==> config.mk <==
export PLATFORM = sky130hd
export DESIGN_NAME = lru_keyed_table_slot_cache
export DESIGN_NICKNAME = d
export VERILOG_FILES = /design/src/design/lkc_pkg.sv /design/src/design/lkc_cell.sv /design/src/design/lru_keyed_table_slot_cache.sv
export SDC_FILE = /design/constraint.sdc
export NUM_CORES = 1
export LEC_CHECK = 0
export ABC_AREA = 1
export ABC_CLOCK_PERIOD_IN_PS = 2400
export BUFFER_PORTS_ARGS = -buffer_cell sky130_fd_sc_hd__buf_2
export CORE_ASPECT_RATIO = 0.6
export CORE_UTILIZATION = 40
export CTS_CLUSTER_DIAMETER = 200
export DETAILED_ROUTE_END_ITERATION = 6
export HOLD_SLACK_MARGIN = 0.15
export SLEW_MARGIN = 20
export SYNTH_ARGS = -nofsm -noshare
export SYNTH_HDL_FRONTEND = slang
export SYNTH_SLANG_ARGS = --single-unit
==> constraint.sdc <==
create_clock -name clk -period 2.4 [get_ports clk]
set_clock_uncertainty 0.15 [all_clocks]
set_input_delay 0.36 -clock clk [delete_from_list [all_inputs] [get_ports clk]]
set_output_delay 0.36 -clock clk [all_outputs]
set_load 0.05 [all_outputs]
==> src/design/lkc_pkg.sv <==
// Shared types and constants for the LRU keyed slot cache.
package lkc_pkg;

  localparam int ENTRIES_DEF = 8;
  localparam int ENTRIES_MAX = 64;
  localparam int KEY_W       = 8;
  localparam int SLOT_W      = 3;
  localparam int OUTCOME_W   = 2;
  // Slot index and rank are sized for the largest table.
  localparam int IDX_W       = $clog2(ENTRIES_MAX);
  localparam int RANK_W      = IDX_W;
  localparam int CNT_W       = $clog2(ENTRIES_MAX + 1);

  typedef enum logic [OUTCOME_W-1:0] {
    OUT_HIT     = 2'd0,
    OUT_FILL    = 2'd1,
    OUT_REPLACE = 2'd2
  } outcome_t;

  typedef enum logic [2:0] {
    S_IDLE = 3'b001,
    S_SCAN = 3'b010,
    S_DONE = 3'b100
  } state_t;

  // Search token passed from cell to cell.
  typedef struct packed {
    logic              go;
    logic              hit;
    logic [IDX_W-1:0]  sel;
    logic [RANK_W-1:0] rank;
    logic [IDX_W-1:0]  vict;
  } tok_t;

  // Update broadcast to every cell.
  typedef struct packed {
    logic              en;
    logic              ins;
    logic [IDX_W-1:0]  sel;
    logic [RANK_W-1:0] rank;
  } upd_t;

endpackage

==> src/design/lkc_cell.sv <==
// One slot of the cache: key, recency rank, search token stage.
module lkc_cell import lkc_pkg::*; #(
  parameter int ENTRIES = ENTRIES_DEF,
  parameter int IDX     = 0
) (
  input  logic              clk,
  input  logic              rst,
  input  logic [KEY_W-1:0]  key,
  input  logic [CNT_W-1:0]  in_use,
  input  tok_t              tok_in,
  output tok_t              tok_out,
  input  upd_t              upd
);

  logic [KEY_W-1:0]  slot_key;
  logic [RANK_W-1:0] rank;
  logic [RANK_W-1:0] rank_next;
  tok_t              tok_next;
  logic              occ;
  logic              mine;

  assign occ  = CNT_W'(IDX) < in_use;
  assign mine = upd.sel == IDX_W'(IDX);

  always_comb begin
    tok_next = tok_in;
    if (tok_in.go) begin
      if (occ && !tok_in.hit && slot_key == key) begin
        tok_next.hit  = 1'b1;
        tok_next.sel  = IDX_W'(IDX);
        tok_next.rank = rank;
      end
      // when full, ranks are distinct so the oldest is unique
      if (occ && rank == RANK_W'(ENTRIES - 1)) begin
        tok_next.vict = IDX_W'(IDX);
      end
    end
  end

  always_comb begin
    rank_next = rank;
    if (upd.en) begin
      if (mine) begin
        rank_next = '0;
      end else if (occ && (upd.ins || rank < upd.rank)) begin
        rank_next = rank + RANK_W'(1);
      end
    end
  end

  always_ff @(posedge clk) begin
    if (rst) begin
      rank    <= '0;
      tok_out <= '0;
    end else begin
      rank    <= rank_next;
      tok_out <= tok_next;
    end
  end

  always_ff @(posedge clk) begin
    if (upd.en && upd.ins && mine) begin
      slot_key <= key;
    end
  end

endmodule

==> src/design/lru_keyed_table_slot_cache.sv <==
// Fully associative slot cache with least-recently-used replacement.
//
// Input channel: key with in_valid / in_stall. Output channel: slot and
// outcome with out_valid / out_stall. A transfer happens on a clock edge
// with valid high and stall low. Every key yields exactly one result.
// A search token walks the row of slot cells, one cell per cycle, picking
// up a hit and the least recently used slot; the ranks and keys are then
// updated in all cells at once in the cycle the result is registered.
// Keys do not overlap: a new key is taken only after the result for the
// previous key has been loaded into the output register. A finished
// result sits in the output register, so the next key is accepted while
// it waits; the following result is held back until the output register
// is free. Reset empties the table (no slot in use) and clears both
// channels.
module lru_keyed_table_slot_cache import lkc_pkg::*; #(
  parameter int ENTRIES = ENTRIES_DEF
) (
  input  logic                 clk,
  input  logic                 rst,
  input  logic                 in_valid,
  output logic                 in_stall,
  input  logic [KEY_W-1:0]     key,
  output logic                 out_valid,
  input  logic                 out_stall,
  output logic [SLOT_W-1:0]    slot,
  output logic [OUTCOME_W-1:0] outcome
);

  state_t             state;
  logic               start;
  logic [CNT_W-1:0]   in_use;
  logic [KEY_W-1:0]   key_q;
  tok_t               res;
  tok_t               chain [ENTRIES:0];
  upd_t               upd;
  logic [IDX_W-1:0]   dec_sel;
  outcome_t           dec_out;
  outcome_t           outcome_q;
  logic [SLOT_W-1:0]  slot_q;
  logic               out_free;

  assign chain[0] = '{go: start, hit: 1'b0, sel: '0, rank: '0, vict: '0};

  for (genvar i = 0; i < ENTRIES; i++) begin : g_cell
    lkc_cell #(
      .ENTRIES (ENTRIES),
      .IDX     (i)
    ) u_cell (
      .clk     (clk),
      .rst     (rst),
      .key     (key_q),
      .in_use  (in_use),
      .tok_in  (chain[i]),
      .tok_out (chain[i+1]),
      .upd     (upd)
    );
  end

  always_comb begin
    dec_sel = res.sel;
    dec_out = OUT_HIT;
    priority if (res.hit) begin
      dec_sel = res.sel;
      dec_out = OUT_HIT;
    end else if (in_use < CNT_W'(ENTRIES)) begin
      dec_sel = in_use[IDX_W-1:0];
      dec_out = OUT_FILL;
    end else begin
      dec_sel = res.vict;
      dec_out = OUT_REPLACE;
    end
  end

  assign out_free = !out_valid || !out_stall;
  assign upd.en   = (state == S_DONE) && out_free;
  assign upd.ins  = !res.hit;
  assign upd.sel  = dec_sel;
  assign upd.rank = res.rank;

  assign in_stall = state != S_IDLE;
  assign slot     = slot_q;
  assign outcome  = outcome_q;

  always_ff @(posedge clk) begin
    if (rst) begin
      state     <= S_IDLE;
      start     <= 1'b0;
      in_use    <= '0;
      out_valid <= 1'b0;
    end else begin
      start     <= (state == S_IDLE) && in_valid;
      // load a new result, else hold a stalled one, else drop after transfer
      out_valid <= upd.en || (out_valid && out_stall);
      unique case (state)
        S_IDLE: begin
          if (in_valid) begin
            state <= S_SCAN;
          end
        end
        S_SCAN: begin
          if (chain[ENTRIES].go) begin
            state <= S_DONE;
          end
        end
        S_DONE: begin
          if (out_free) begin
            state <= S_IDLE;
            if (dec_out == OUT_FILL) begin
              in_use <= in_use + CNT_W'(1);
            end
          end
        end
        default: state <= S_IDLE;
      endcase
    end
  end

  always_ff @(posedge clk) begin
    if (state == S_IDLE && in_valid) begin
      key_q <= key;
    end
    if (state == S_SCAN && chain[ENTRIES].go) begin
      res <= chain[ENTRIES];
    end
    if (upd.en) begin
      slot_q    <= dec_sel[SLOT_W-1:0];
      outcome_q <= dec_out;
    end
  end

  a_in_use_bound: assert property (@(posedge clk) disable iff (rst)
    in_use <= CNT_W'(ENTRIES))
    else $error("slot count above table size");

  a_token_in_scan: assert property (@(posedge clk) disable iff (rst)
    chain[ENTRIES].go |-> state == S_SCAN)
    else $error("search token finished outside of a scan");

  a_fill_counts: assert property (@(posedge clk) disable iff (rst)
    upd.en && dec_out == OUT_FILL |=> in_use == $past(in_use) + CNT_W'(1))
    else $error("fill did not advance the slot count");

endmodule

## Word level (Yosys, flattened, before mapping)

Cells that the tools add are included.

| cells by class | value |
|---|---|
| mux-type cells | 46 |
| add/subtract/negate cells | 9 |
| reduce and logical (&&, ||, !) cells | 84 |
| bitwise gates (word level) | 2 |
| eq/ne operators | 30 |
| magnitude comparators | 17 |

Operators with widths:

| operator | count |
|---|---|
| $mux 6 | 25 |
| $mux 19 | 7 |
| $mux 13 | 8 |
| $eq 6x3->1 const B | 11 |
| $eq 8x8->1 | 8 |
| $add 6x1->6 const B | 8 |
| $lt 6x6->1 | 8 |
| $logic_and 1x1->1 | 43 |
| $lt 3x7->1 const A | 4 |
| $reduce_and 2->1 | 8 |
| $reduce_bool 2->1 | 8 |
| $lt 1x7->1 const A | 2 |
| $lt 2x7->1 const A | 2 |
| $eq 6x2->1 const B | 2 |
| $logic_not 1->1 | 10 |
| $logic_or 1x1->1 | 10 |
| $mux 3 | 3 |
| $pmux 3 s3 | 1 |
| $add 7x1->7 const B | 1 |
| $lt 7x4->1 const B | 1 |
| $eq 6x1->1 const B | 1 |
| $logic_not 6->1 | 1 |
| $reduce_and 3->1 | 2 |
| $mux 2 | 2 |
| other kinds (10) | 12 |

| storage, ports and cells | value |
|---|---|
| logic and storage cells | 255 |
| flip-flop bits (word level) | 316 |
| bits of input ports | 12 |

## Depth between registers and ports, before layout

| depth | value |
|---|---|
| depth in word-level cells | 6 |
| mapped depth | 12 |
| mapped depth without buffers | 11 |

## By module

Synthesis repeated with hierarchy kept, for this count alone.

| second synthesis, totals | value |
|---|---|
| cell total of the unflattened synthesis | 1,842 |
| area total of the unflattened synthesis | 14,800.4 um^2 |

By module, submodules not included:

| module | sequential area each (um^2) | area an instance (um^2) | cells each | times used |
|---|---|---|---|---|
| lkc_cell at g_cell[1].u_cell | 760.7 | 1,716.6 | 225 | 1 |
| lkc_cell at g_cell[6].u_cell | 760.7 | 1,691.6 | 226 | 1 |
| lkc_cell at g_cell[3].u_cell | 760.7 | 1,689.1 | 222 | 1 |
| lkc_cell at g_cell[5].u_cell | 760.7 | 1,685.4 | 225 | 1 |
| lkc_cell at g_cell[0].u_cell | 760.7 | 1,632.8 | 202 | 1 |
| lkc_cell at g_cell[2].u_cell | 760.7 | 1,621.6 | 218 | 1 |
| lru_keyed_table_slot_cache | 1,201.2 | 1,620.3 | 117 | 1 |
| lkc_cell at g_cell[4].u_cell | 760.7 | 1,599.0 | 207 | 1 |
| lkc_cell at g_cell[7].u_cell | 760.7 | 1,544.0 | 200 | 1 |

## Worst setup path after synthesis

Ideal clock, no wire load.

| timing | value |
|---|---|
| path kind | reg-to-reg |
| from | reg state[1] |
| to | reg res[0] (netlist bit) (enable) |
| stages on the path, launching flop included | 3 |
| data arrival time | 1.715 ns |
| period minus slack after synthesis | 2.282 ns |
| path buffers | 0 |
| slack | 0.118 ns |
| setup time | 0.417 ns |
| cells stage by stage | dfxtp_1 -> inv_1 -> nor4_1 |

| between the ends | value |
|---|---|
| word-level cells in the longest chain between the ends | 2 |

RTL lines:

| element | line | RTL |
|---|---|---|
| start: declaration | lru_keyed_table_slot_cache.sv:29 | `state_t state;` |
| start signal: assignment | lru_keyed_table_slot_cache.sv:86 | `state <= S_IDLE;` |
| start signal: assignment | lru_keyed_table_slot_cache.sv:97 | `state <= S_SCAN;` |
| start signal: assignment | lru_keyed_table_slot_cache.sv:102 | `state <= S_DONE;` |
| $eq 3x2->1 | lru_keyed_table_slot_cache.sv:122 | `if (state == S_SCAN && chain[ENTRIES].go) begin` |
| $logic_and 1x1->1 | lru_keyed_table_slot_cache.sv:122 |  |
| end signal: assignment | lru_keyed_table_slot_cache.sv:123 | `res <= chain[ENTRIES];` |
| end: declaration | lru_keyed_table_slot_cache.sv:33 | `tok_t res;` |

Every way passes these cells.
A chain may end at the register's enable or synchronous reset.

## Final worst setup path

| timing | value |
|---|---|
| from | reg res[7] (netlist bit) |
| to | reg g_cell[7].u_cell.rank[0] |

| between the ends | value |
|---|---|
| word-level cells in the longest chain between the ends | 5 |

RTL lines:

| element | line | RTL |
|---|---|---|
| $lt 6x6->1 | lkc_cell.sv:45 | `end else if (occ && (upd.ins \|\| rank < upd.rank)) begin` |
| $logic_or 1x1->1 | lkc_cell.sv:45 |  |
| $logic_and 1x1->1 | lkc_cell.sv:45 |  |
| $reduce_bool 2->1 (no source line) | - |  |
| $reduce_and 2->1 (no source line) | - |  |
| end signal: assignment | lkc_cell.sv:56 | `rank <= rank_next;` |
| end: declaration | lkc_cell.sv:16 | `logic [RANK_W-1:0] rank;` |

Every way passes these cells.

==> results by group <==
Outcome
  – Status: complete, no violations

Synthesis
  – Synth warnings: 0
  – Syn Std Cell Area: 11700 sq um
  – Mapped Nets: 1455
  – Gate Count Post-Synth: 1394
  – FF+latch count, synth: 248
  – Synth Flop Type: dfxtp_1
  – Post-synth ARST share: 0%
  – Seq/Total Area, Yosys: 50.3%
  – Post-synth EDFFs: 90
  – Syn_area_per_cell: 8.36 sq um
  – Count of cell types in the netlist: 47

STA
  – RSZ-0062 raised after global routing: no
  – Final setup violation count: 0
  – Fin. Hold Viols: 0
  – Peak Freq: 443 MHz
  – Final Cycle Share: 94.0%
  – Relative slew slack: 68.3%
  – Max Slew Vio Count: 0
  – Fin crit period: 2.25 ns
  – Final Worst Setup Slack: 0.145 ns
  – Final setup TNS: 0 ns
  – Worst-Margin Slew: 0.472 ns
  – Worst hold slack: 0.253 ns

Route
  – DRT Wirelength: 31.0 mm
  – Residual DRC count: 0
  – WL/cell: 16.7 microns
  – DR iter-0 viols: 842
  – Via density: 5.00
  – Routed Antenna Nets: 0
  – Vias: 9267
  – First-pass DRT Iterations: 5

Cells and area
  – P&R area growth vs syn: 15.1%
  – Diode count: 0
  – Nets@finish: 1530
  – Share of layout cells above drive strength 1: 12.1%

Floorplan
  – DIE WIDTH: 222 microns
  – Num rows: 47
  – Core area: 28100 sq um
  – Die H: 134 microns
  – Die Area: 29800 sq um
  – Initial Utilization: 41.5%
  – I/O pin cnt: 19

Power
  – Tot Pwr: 8.68 mW
  – Leakage: 5.99 nW
  – Maximum vdd drop: 0.388 mV
  – Power Density: 647 nW/um^2

GRT
  – Vias in the first global route: 8491
  – Grt total ovfl: 0
  – Antenna violations before repair: 0
  – Largest net degree at the start of global routing: 68
  – GR Util All Layers: 21.1%
  – First-pass GRT wire length: 48.6 mm

Flow run
  – Max_cap viols: 0

Setup path
  – CP most frequent cell: nand2_1
  – Crit-path max FO: 8
  – R2R setup slack: 0.15 ns
  – Crit-path max cell delay: 0.38 ns
  – CP Launch Point: res[7]
  – Worst setup path category: reg2reg
  – Reg2reg path depth: 11
  – Worst-path cell chain: clkinvlp_4 -> buf_4 -> ha_1 -> o21ai_0 -> nand2_1 -> nand2_1 -> nand2_1 -> nand2_1 -> nand2_1 -> or2_0 -> a21oi_1
  – Reg2Reg Launch Point: res[7]
  – Crit. path cell count: 11
  – WP data arrival: 2.56 ns
  – Critical Path RT: 2.71 ns
  – Crit path launch type: flip-flop
  – Setup crit end kind: flip-flop
  – WP buf/inv: 2
  – Slowest-stage cell, CP: edfxtp_1
  – Family with the most delay on the worst path: simple AND/OR/NAND/NOR gates

Place
  – Place WS: 0.150 ns
  – Port Buffers: 18
  – DPL Wire Length: 22.7 mm
  – GPL Wtd Cong: 0.894

CTS
  – Clock Latency Late Sink: 0.53 ns
  – CTS tree: done
  – Clock Sinks: 248
  – Cts bufs inserted: 22
  – Max H-tree Level: 1
  – Deepest clock path buffer count: 3
  – Root Buffer: clkbuf_16
  – Reg clk slew, reported paths: 0.07 ns

Min path
  – Hold path startpoint: g_cell[7].u_cell.tok_out[8]
  – WHS Path Cells: 0
  – Hold Path Class: reg2reg
-- synthesized netlist by cell type, types with 17 or more instances --
| master | instances | area (sq um) |
|---|---|---|
| nand2_1 | 269 | 1010 |
| nor2_1 | 224 | 841 |
| inv_1 | 171 | 642 |
| dfxtp_1 | 158 | 3160 |
| edfxtp_1 | 90 | 2700 |
| nand3_1 | 86 | 430 |
| a21oi_1 | 82 | 410 |
| ha_1 | 49 | 613 |
| o21ai_0 | 40 | 200 |
| xor2_1 | 37 | 324 |
| nor3_1 | 21 | 105 |
| nand4_1 | 17 | 106 |
-- cells in the final DEF, fill, tap and decap left out, drive strengths merged, types with 9 or more instances in the layout --
cell type,instances
inv,175
nand3,93
nand2,286
xnor2,9
o21ai,43
nand4,19
a21oi,91
ha,49
nor3,22
edfxtp,90
xor2,37
buf,75
dlygate4sd3,11
clkbuf,28
dfxtp,158
nor2,233
-- cell families (layout without fill, tap and decap cells) --
family / count (synthesis) / in the layout / synth area share, %
compound gates: 164 / 164 / 7.98
xor+xnor: 46 / 46 / 3.46
fa+ha+maj: 49 / 49 / 5.26
buf+inv: 214 / 305 / 7.22
flops: 248 / 248 / 50.3
simple gates: 673 / 673 / 25.7
-- registers in the layout, summed over array words and instances, names as in the netlist --
name	flops
g_cell.u_cell.tok_out	98
g_cell.u_cell.slot_key	64
g_cell.u_cell.rank	48
res	13
key_q	8
in_use	7
slot	3
state	3
outcome	2
out_valid	1
start	1
-- metal layers --
| metal | up-vias | GRT usage, % | share of wire (%) |
|---|---|---|---|
| li1 | 4671 | - | - |
| met1 | 4231 | 33.8 | 51 |
| met2 | 328 | 28.0 | 38 |
| met3 | 37 | 5.26 | 10 |
| met4 | 0 | 3.60 | 1.3 |
| met5 | - | 0 | 0 |
-- metrics by stage --
step	area (sq um)	instances	util, %
floorplan	11700	1394	-
global placement	12500	1796	44.4
detailed placement	12500	1796	44.4
CTS	13300	1847	47.5
global route	13400	1852	47.7
finish	13400	1852	47.7
-- worst paths after layout --
kind,to
max reg2reg,g_cell[7].u_cell.rank[0]
min reg2reg,res[8]
min,res[8]
max,g_cell[7].u_cell.rank[0]
-- final cells by class --
class	count	area (sq um)
Fill cell	2687	14700
Sequential cell	248	5870
Multi-Input combinational cell	932	4970
Inverter	179	686
Timing Repair Buffer	86	681
Clock buffer	28	614
Tap cell	367	459
Clock inverter	12	135
-- report_power, final --
group	switching [mW]	internal (mW)	leakage, nW
clock	1.59	2.14	0.363
sequential	0.0247	4.40	2.10
combinational	0.370	0.153	3.52
total	1.99	6.69	5.99
-- timing repair --
action	CTS	global route
gates resized for setup	0	8
hold endpoints to repair	12	0
hold buffers	11	0
setup buffers	0	5
setup endpoints to repair	0	22
No activity file was read; power rests on OpenSTA's default activity.
